<file path="src/rtl/inversion_ratio_strategy_select_macros.svh">
// ---------------------------------------------------------------------------
// inversion_ratio_strategy_select macros
// assertion shorthands used by irss_core
// ---------------------------------------------------------------------------
`ifndef INVERSION_RATIO_STRATEGY_SELECT_MACROS_SVH
`define INVERSION_RATIO_STRATEGY_SELECT_MACROS_SVH

// same-cycle implication, disabled during reset
`define IRSS_ASSERT_IMPL(label, clk, rst_n, ante, cons) \
    label: assert property (@(posedge clk) disable iff (!rst_n) (ante) |-> (cons)) \
        else $error("irss assertion failed");

// next-cycle implication, disabled during reset
`define IRSS_ASSERT_NEXT(label, clk, rst_n, ante, cons) \
    label: assert property (@(posedge clk) disable iff (!rst_n) (ante) |=> (cons)) \
        else $error("irss assertion failed");

`endif

</file>
<file path="src/rtl/irss_pkg.sv">
// ---------------------------------------------------------------------------
// irss_pkg
// types and constants of the inversion ratio strategy select block
// ---------------------------------------------------------------------------
package irss_pkg;

    // default sequence capacity
    localparam int unsigned MAX_ITEMS_DEF = 64;

    // widths of the transfer fields
    localparam int unsigned VALUE_W = 32;
    localparam int unsigned OUT_W   = 11;
    localparam int unsigned STRAT_W = 2;

    // largest count an output field can show
    localparam logic [OUT_W-1:0] FIELD_MAX = '1;

    // strategy codes
    localparam logic [STRAT_W-1:0] STRAT_SELECTION = 2'd0;
    localparam logic [STRAT_W-1:0] STRAT_CHUNK     = 2'd1;
    localparam logic [STRAT_W-1:0] STRAT_RADIX     = 2'd2;
    localparam logic [STRAT_W-1:0] FORCED_ADAPTIVE = 2'd3;

    // input transfer
    typedef struct packed {
        logic signed [VALUE_W-1:0] value;
        logic                      last_item;
    } irss_in_t;

    // result transfer
    typedef struct packed {
        logic [OUT_W-1:0]   inversions;
        logic [OUT_W-1:0]   pair_count;
        logic [STRAT_W-1:0] strategy;
        logic               overflow;
    } irss_out_t;

    // scan sequencer states
    typedef enum logic [1:0] {
        ST_IDLE,
        ST_SCAN,
        ST_DRAIN,
        ST_FINISH
    } irss_state_t;

endpackage

</file>
<file path="src/rtl/irss_ram.sv">
// ---------------------------------------------------------------------------
// irss_ram
// generic single write, single read ram with registered read data
// ---------------------------------------------------------------------------
module irss_ram #(
    parameter int unsigned WIDTH = 32,
    parameter int unsigned DEPTH = 64
) (
    input  logic                     clk,
    input  logic                     wr_en,
    input  logic [$clog2(DEPTH)-1:0] wr_addr,
    input  logic [WIDTH-1:0]         wr_data,
    input  logic [$clog2(DEPTH)-1:0] rd_addr,
    output logic [WIDTH-1:0]         rd_data
);

    logic [WIDTH-1:0] mem [DEPTH];
    logic [WIDTH-1:0] rd_data_reg;

    // write port
    always_ff @(posedge clk)
    begin
        if (wr_en)
        begin
            mem[wr_addr] <= wr_data;
        end
    end

    // registered read port
    always_ff @(posedge clk)
    begin
        rd_data_reg <= mem[rd_addr];
    end

    assign rd_data = rd_data_reg;

endmodule

</file>
<file path="src/rtl/irss_core.sv">
// ---------------------------------------------------------------------------
// irss_core
// stores the sequence and counts inversions with one shared comparator
// ---------------------------------------------------------------------------
`include "inversion_ratio_strategy_select_macros.svh"

module irss_core #(
    parameter int unsigned MAX_ITEMS = irss_pkg::MAX_ITEMS_DEF
) (
    input  logic                            clk,
    input  logic                            rst_n,
    input  logic                            in_valid,
    output logic                            in_ready,
    input  irss_pkg::irss_in_t              in_data,
    input  logic [irss_pkg::STRAT_W-1:0]    forced,
    output logic                            res_valid,
    input  logic                            res_ready,
    output irss_pkg::irss_out_t             res_data
);

    import irss_pkg::*;

    localparam int unsigned AW = $clog2(MAX_ITEMS);
    localparam int unsigned CW = $clog2(MAX_ITEMS + 1);
    localparam int unsigned TW = $clog2((MAX_ITEMS * (MAX_ITEMS - 1)) / 2 + 1);
    localparam int unsigned SW = (TW > OUT_W) ? TW : OUT_W;

    irss_state_t state_reg, state_next;

    logic [CW-1:0]              count_reg;
    logic [AW-1:0]              idx_reg;
    logic [AW-1:0]              scan_last_reg;
    logic                       last_reg;
    logic                       rd_vld_reg, rd_vld_next;
    logic [TW-1:0]              inv_reg;
    logic [TW-1:0]              pair_reg;
    logic                       ovf_reg;
    logic signed [VALUE_W-1:0]  key_reg;

    logic                       in_fire;
    logic                       res_fire;
    logic                       has_room;
    logic                       scan_end;
    logic                       greater;
    logic [AW-1:0]              rd_addr;
    logic [VALUE_W-1:0]         rd_data;
    logic [SW-1:0]              inv_ext;
    logic [SW-1:0]              pair_ext;
    logic [TW+2:0]              inv_x2;
    logic [TW+2:0]              inv_x5;
    logic [TW+2:0]              pair_wide;
    logic [STRAT_W-1:0]         strat;

    assign in_fire  = in_valid && in_ready;
    assign res_fire = res_valid && res_ready;
    assign has_room = count_reg < CW'(MAX_ITEMS);
    assign scan_end = idx_reg == scan_last_reg;
    assign greater  = $signed(rd_data) > key_reg;

    // sequence store
    irss_ram #(
        .WIDTH (VALUE_W),
        .DEPTH (MAX_ITEMS)
    ) u_store (
        .clk     (clk),
        .wr_en   (in_fire && has_room),
        .wr_addr (count_reg[AW-1:0]),
        .wr_data (in_data.value),
        .rd_addr (rd_addr),
        .rd_data (rd_data)
    );

    // next state
    always_comb
    begin
        state_next = state_reg;
        unique case (state_reg)
            ST_IDLE:
            begin
                if (in_fire)
                begin
                    if (has_room && (count_reg != '0))
                    begin
                        state_next = ST_SCAN;
                    end
                    else
                    begin
                        state_next = ST_FINISH;
                    end
                end
            end
            ST_SCAN:
            begin
                if (scan_end)
                begin
                    state_next = ST_DRAIN;
                end
            end
            ST_DRAIN:
            begin
                state_next = ST_FINISH;
            end
            ST_FINISH:
            begin
                if (!last_reg || res_ready)
                begin
                    state_next = ST_IDLE;
                end
            end
            default:
            begin
                state_next = ST_IDLE;
            end
        endcase
    end

    // sequencer outputs
    always_comb
    begin
        in_ready    = 1'b0;
        res_valid   = 1'b0;
        rd_vld_next = 1'b0;
        unique case (state_reg)
            ST_IDLE:   in_ready    = 1'b1;
            ST_SCAN:   rd_vld_next = 1'b1;
            ST_DRAIN:  rd_vld_next = 1'b0;
            ST_FINISH: res_valid   = last_reg;
            default:   in_ready    = 1'b0;
        endcase
    end

    assign rd_addr = idx_reg;

    // state register
    always_ff @(posedge clk or negedge rst_n)
    begin
        if (!rst_n)
        begin
            state_reg  <= ST_IDLE;
            rd_vld_reg <= 1'b0;
        end
        else
        begin
            state_reg  <= state_next;
            rd_vld_reg <= rd_vld_next;
        end
    end

    // sequence counters and scan index
    always_ff @(posedge clk or negedge rst_n)
    begin
        if (!rst_n)
        begin
            count_reg     <= '0;
            idx_reg       <= '0;
            scan_last_reg <= '0;
            last_reg      <= 1'b0;
            inv_reg       <= '0;
            pair_reg      <= '0;
            ovf_reg       <= 1'b0;
        end
        else
        begin
            if (in_fire)
            begin
                last_reg <= in_data.last_item;
                idx_reg  <= '0;
                if (has_room)
                begin
                    scan_last_reg <= AW'(count_reg - CW'(1));
                    count_reg     <= count_reg + CW'(1);
                    pair_reg      <= pair_reg + TW'(count_reg);
                end
                else
                begin
                    ovf_reg <= 1'b1;
                end
            end
            if ((state_reg == ST_SCAN) && !scan_end)
            begin
                idx_reg <= idx_reg + AW'(1);
            end
            // one compare result per cycle from the store
            if (rd_vld_reg && greater)
            begin
                inv_reg <= inv_reg + TW'(1);
            end
            // sequence done, start over
            if (res_fire)
            begin
                count_reg <= '0;
                inv_reg   <= '0;
                pair_reg  <= '0;
                ovf_reg   <= 1'b0;
            end
        end
    end

    // incoming value held for the scan
    always_ff @(posedge clk)
    begin
        if (in_fire)
        begin
            key_reg <= in_data.value;
        end
    end

    // ratio tests 2m >= t and 5m >= t
    assign inv_x2    = (TW + 3)'(inv_reg) << 1;
    assign inv_x5    = ((TW + 3)'(inv_reg) << 2) + (TW + 3)'(inv_reg);
    assign pair_wide = (TW + 3)'(pair_reg);

    always_comb
    begin
        priority if (forced != FORCED_ADAPTIVE)
        begin
            strat = forced;
        end
        else if (pair_reg == '0)
        begin
            strat = STRAT_SELECTION;
        end
        else if (inv_x2 >= pair_wide)
        begin
            strat = STRAT_RADIX;
        end
        else if (inv_x5 >= pair_wide)
        begin
            strat = STRAT_CHUNK;
        end
        else
        begin
            strat = STRAT_SELECTION;
        end
    end

    // saturate counts into the result fields
    assign inv_ext  = SW'(inv_reg);
    assign pair_ext = SW'(pair_reg);

    always_comb
    begin
        res_data.inversions = (inv_ext > SW'(FIELD_MAX)) ? FIELD_MAX : inv_ext[OUT_W-1:0];
        res_data.pair_count = (pair_ext > SW'(FIELD_MAX)) ? FIELD_MAX : pair_ext[OUT_W-1:0];
        res_data.strategy   = strat;
        res_data.overflow   = ovf_reg;
    end

    // checks
    `IRSS_ASSERT_IMPL(a_count_cap, clk, rst_n, 1'b1, count_reg <= CW'(MAX_ITEMS))
    `IRSS_ASSERT_IMPL(a_rd_window, clk, rst_n, rd_vld_reg,
        (state_reg == ST_SCAN) || (state_reg == ST_DRAIN))
    `IRSS_ASSERT_IMPL(a_inv_le_pair, clk, rst_n, state_reg == ST_IDLE, inv_reg <= pair_reg)
    `IRSS_ASSERT_NEXT(a_clear_after_res, clk, rst_n, res_fire,
        (count_reg == '0) && (inv_reg == '0) && (pair_reg == '0) && !ovf_reg)

endmodule

</file>
<file path="src/rtl/inversion_ratio_strategy_select.sv">
// ---------------------------------------------------------------------------
// inversion_ratio_strategy_select
// disorder ratio of a value sequence and choice of sort strategy
// ---------------------------------------------------------------------------
// Usage:
//   in channel (in_valid/in_ready/in_data) carries one signed value per
//   transfer, with last_item set on the final value of a sequence.
//   out channel (out_valid/out_ready/out_data) carries one result per
//   sequence: inversion count, pair count, strategy code, overflow flag.
//   cfg channel (cfg_valid/cfg_ready/cfg_data) writes the forced strategy;
//   code 3 selects the adaptive choice from the inversion ratio.
// Sequencing:
//   an item arriving with k values already stored passes through accept,
//   k store reads, a compare drain and finish; an item with nothing stored
//   or beyond capacity passes through accept and finish. The single store
//   read port and one comparator set this; no new item is taken before
//   finish. The output register takes the result as finish hands it over.
// Reset: forced strategy returns to adaptive, sequence state clears.
// Stall: a pending result sits in the output register while the next item
//   is taken; a second finished result waits in the core until it drains.
// ---------------------------------------------------------------------------
module inversion_ratio_strategy_select #(
    parameter int unsigned MAX_ITEMS = irss_pkg::MAX_ITEMS_DEF
) (
    input  logic                            clk,
    input  logic                            rst_n,
    input  logic                            in_valid,
    output logic                            in_ready,
    input  irss_pkg::irss_in_t              in_data,
    output logic                            out_valid,
    input  logic                            out_ready,
    output irss_pkg::irss_out_t             out_data,
    input  logic                            cfg_valid,
    output logic                            cfg_ready,
    input  logic [irss_pkg::STRAT_W-1:0]    cfg_data
);

    import irss_pkg::*;

    logic [STRAT_W-1:0] forced_reg;
    logic               out_valid_reg;
    irss_out_t          out_data_reg;
    logic               res_valid;
    logic               res_ready;
    irss_out_t          res_data;

    // configuration register
    assign cfg_ready = 1'b1;

    always_ff @(posedge clk or negedge rst_n)
    begin
        if (!rst_n)
        begin
            forced_reg <= FORCED_ADAPTIVE;
        end
        else if (cfg_valid && cfg_ready)
        begin
            forced_reg <= cfg_data;
        end
    end

    // scan core
    irss_core #(
        .MAX_ITEMS (MAX_ITEMS)
    ) u_core (
        .clk       (clk),
        .rst_n     (rst_n),
        .in_valid  (in_valid),
        .in_ready  (in_ready),
        .in_data   (in_data),
        .forced    (forced_reg),
        .res_valid (res_valid),
        .res_ready (res_ready),
        .res_data  (res_data)
    );

    // output register
    assign res_ready = !out_valid_reg || out_ready;

    always_ff @(posedge clk or negedge rst_n)
    begin
        if (!rst_n)
        begin
            out_valid_reg <= 1'b0;
        end
        else if (res_valid && res_ready)
        begin
            out_valid_reg <= 1'b1;
        end
        else if (out_ready)
        begin
            out_valid_reg <= 1'b0;
        end
    end

    always_ff @(posedge clk)
    begin
        if (res_valid && res_ready)
        begin
            out_data_reg <= res_data;
        end
    end

    assign out_valid = out_valid_reg;
    assign out_data  = out_data_reg;

endmodule
</file>
<file path="config.mk">
export PLATFORM = sky130hd
export DESIGN_NAME = inversion_ratio_strategy_select
export DESIGN_NICKNAME = d
export VERILOG_FILES = /design/src/rtl/irss_pkg.sv /design/src/rtl/irss_ram.sv /design/src/rtl/irss_core.sv /design/src/rtl/inversion_ratio_strategy_select.sv
export VERILOG_INCLUDE_DIRS = /design/src /design/src/rtl
export SDC_FILE = /design/constraint.sdc
export NUM_CORES = 2
export LEC_CHECK = 0
export ABC_AREA = 1
export BUFFER_PORTS_ARGS = -buffer_cell sky130_fd_sc_hd__buf_4
export CAP_MARGIN = 20
export CORE_ASPECT_RATIO = 1.4
export CORE_MARGIN = 5
export CORE_UTILIZATION = 25
export DETAILED_ROUTE_END_ITERATION = 10
export GPL_TIMING_DRIVEN = 0
export PLACE_DENSITY = 0.42
export RECOVER_POWER = 50
export SLEW_MARGIN = 10
export SYNTH_ARGS = -nofsm -noshare
export SYNTH_HDL_FRONTEND = slang
export SYNTH_SLANG_ARGS = --single-unit
</file>
<file path="constraint.sdc">
create_clock -name clk -period 6 [get_ports clk]
set_input_delay 1.2 -clock clk [delete_from_list [all_inputs] [get_ports clk]]
set_output_delay 1.2 -clock clk [all_outputs]
set_load 0.02 [all_outputs]
</file>
==> results.ini <==
[logic_synthesis]
async_reset_ff_share_pct = 2.24
yosysSeqAreaShare_pct = 74.2
ys_ff_latch = 2186
syn_inst = 6677
synth_edf_count = 2105
yosysWarnings = 0
ys_types = 47
syn_avg_cell_area_um2 = 13.1
yosys-top-cells-count = edfxtp_1, nand2_1, nor2_1, o21ai_0, a21oi_1
synth.top_cell.area_share_pct = 72.0
syn-cell-area_um2 = 87700
yosysMostFrequentCell = edfxtp_1
synth_nets = 6797
synth_flop_cell = edfxtp_1
synth_area_leaders = edfxtp_1, nand2_1, o21ai_0
yosysTopAreaCell = edfxtp_1

[timing]
drv_slew = 2194
rsz0062_at_grt = no
period_needed_ns = 5.12
timing.fmax_ghz = 0.195
setup-violations-final = 0
max-slew-margin-rel_pct = -247
fin_hold_ws_ns = 0.461
setup-tns-final_ns = 0
fin_crit_sh_pct = 85.4
worst_pin_slew_ns = 5.20
hold_viol_final = 0
setup_ws_ns = 0.876
clock_skew_ns = 0.0632

[clocking]
clk_path_buf_depth = 4
clk-insertion-delay-late_ns = 0.93
cts_resized = 0
clkTransAtPathRegs_ns = 0.06
h-tree-depth = 4
clockRootBuffer = clkbuf_16
cts_setup_buffers = 0
cts_tree = yes
cts_sinks = 2186
numCtsBuffers = 228
hold_buffers = 0

[placed_design]
portBuffers = 66
gp_congestion = 1.00
pre_cts_ws_ns = 1.08
dp_hpwl_um = 272000

[global_route]
grt_pass1_vias = 56240
grt_pass1_wl_um = 510000
grt_overflow = 0
grt_max_degree = 66
grt_use_total_pct = 20.4
grt_antenna_before_repair = 51

[critical_path]
crit_buf_inv = 2
critPathCaptureType = register
r2r_cells = 10
cp_common_cell = clkbuf_1
cp_max_fo = 43
slowest_delay_ns = 2.48
critPathLaunchType = input port
crit_family = buffers and inverters
crit_slowest_cell = clkbuf_1
worstPathArrival_ns = 5.29
cp.required_ns = 6.17
crit_chain = clkbuf_1 -> clkbuf_1
cp.depth = 2
worstSetupPathType = in -> reg

[run]
maxCapViolCount = 35

[die]
core_region_area_um2 = 350000
die_w_um = 511
initial_utilization_pct = 25.1
boundaryPins = 68
rows = 257
die-height_um = 711
die_area_um2 = 363000

[run_status]
violations = max-capacitance violations, max-slew violations
status = finished with violations

[cells_and_area]
multi_input_area_um2 = 20600
largest_register_ffs = 2048
regArea_um2 = 65100
syn2layout_area_growth_pct = 19.3
final_nets = 7246
fin_util_pct = 29.9
n_fill_cell = 35481
drive_above_1_share_pct = 9.91

[drt]
drt-total-wl_um = 385000
dr.first_iter.drc_count = 7131
drc = 0
num_vias = 58779
ant_nets = 0
routedWlPerCell_um = 32.2
via_per_inst = 4.91
drt_first_pass_iters = 5

[power_and_ir_drop]
power.density_nw_per_um2 = 463
vdd_drop_max_mv = 0.257
p_leak_uw = 0.0353

[worst_hold_path]
hold-path-cell-count = 0
hp-class = reg -> reg

==> layout by cell type (no fill, tap or decap), types with 68 or more instances in the layout <==
| cell | count |
|---|---|
| o211ai_1 | 187 |
| o21ai_1 | 72 |
| o21ai_0 | 609 |
| clkbuf_16 | 231 |
| buf_4 | 68 |
| ha_1 | 78 |
| o22ai_1 | 272 |
| nor2_1 | 598 |
| inv_1 | 131 |
| mux2i_1 | 247 |
| buf_2 | 108 |
| nand2_1 | 1243 |
| nand3_1 | 132 |
| buf_12 | 75 |
| clkbuf_1 | 321 |
| edfxtp_1 | 2105 |
| a21oi_1 | 349 |
==> area by class of cell <==
| type | instances | area share [%] |
|---|---|---|
| clock inverters | 115 | 0.900 |
| clock buffers | 288 | 5.78 |
| inverters | 135 | 0.484 |
| diodes | 13 | 0.0311 |
| multi-input cells | 3930 | 19.7 |
| plain buffers | 426 | 1.94 |
| well taps | 4662 | 5.57 |
| repair buffers | 219 | 3.41 |
| flip-flops and latches | 2186 | 62.2 |
==> routing by layer <==
layer / routed length, µm / track usage (%) / vias to the layer above
met5: 153 / 0 / -
met2: 192000 / 35.7 / 2437
li1: - / - / 25336
met3: 23600 / 2.95 / 652
met4: 23000 / 10.1 / 26
met1: 147000 / 24.5 / 30328
==> report_power, final <==
group          total [µW]  leakage, µW  internal (µW)  switching, µW
sequential          17500       0.0198          17300            234
combinational       17100       0.0121           4050          13100
clock               13800      0.00343           7680           6160
total               48500       0.0353          29000          19500
==> per-stage QoR <==
step | power [µW] | cells | cell area (µm²)
2_1_floorplan | 25800 | 6677 | 87700
3_3_place_gp | 34400 | 11405 | 94100
3_5_place_dp | 34700 | 11558 | 97800
4_1_cts | 48500 | 11961 | 105000
5_1_grt | 50000 | 11966 | 105000
6_report | 48500 | 11974 | 105000
==> worst paths after layout <==
| check | startpoint | to | slack [ns] |
|---|---|---|---|
| max | in_data[13] | u_core.u_store.mem[25][12] | 0.88 |
| min | u_core.ovf_reg | out_data[0] | 0.46 |
| max reg2reg | u_core.idx_reg[1] | u_core.u_store.rd_data[25] | 0.99 |
| min reg2reg | u_core.ovf_reg | out_data[0] | 0.46 |
| max in group asynchronous | rst_n | u_core.inv_ext[6] | 2.96 |
| min in group asynchronous | rst_n | u_core.count_reg[6] | 1.29 |
==> logic make-up (layout without fill, tap and decap cells) <==
family	Yosys count	after routing	synth area share [%]
adders and majority gates	80	80	1.16
muxes	248	248	2.83
and+or+nand+nor	2069	2069	9.13
buffers and inverters	561	1183	2.89
DFF	2186	2186	74.2
other	1	14	0.00427
xor gates and xnor gates	24	24	0.240
AOI/OAI and AO/OA	1508	1508	9.58
(Power assumes the default switching activity.)
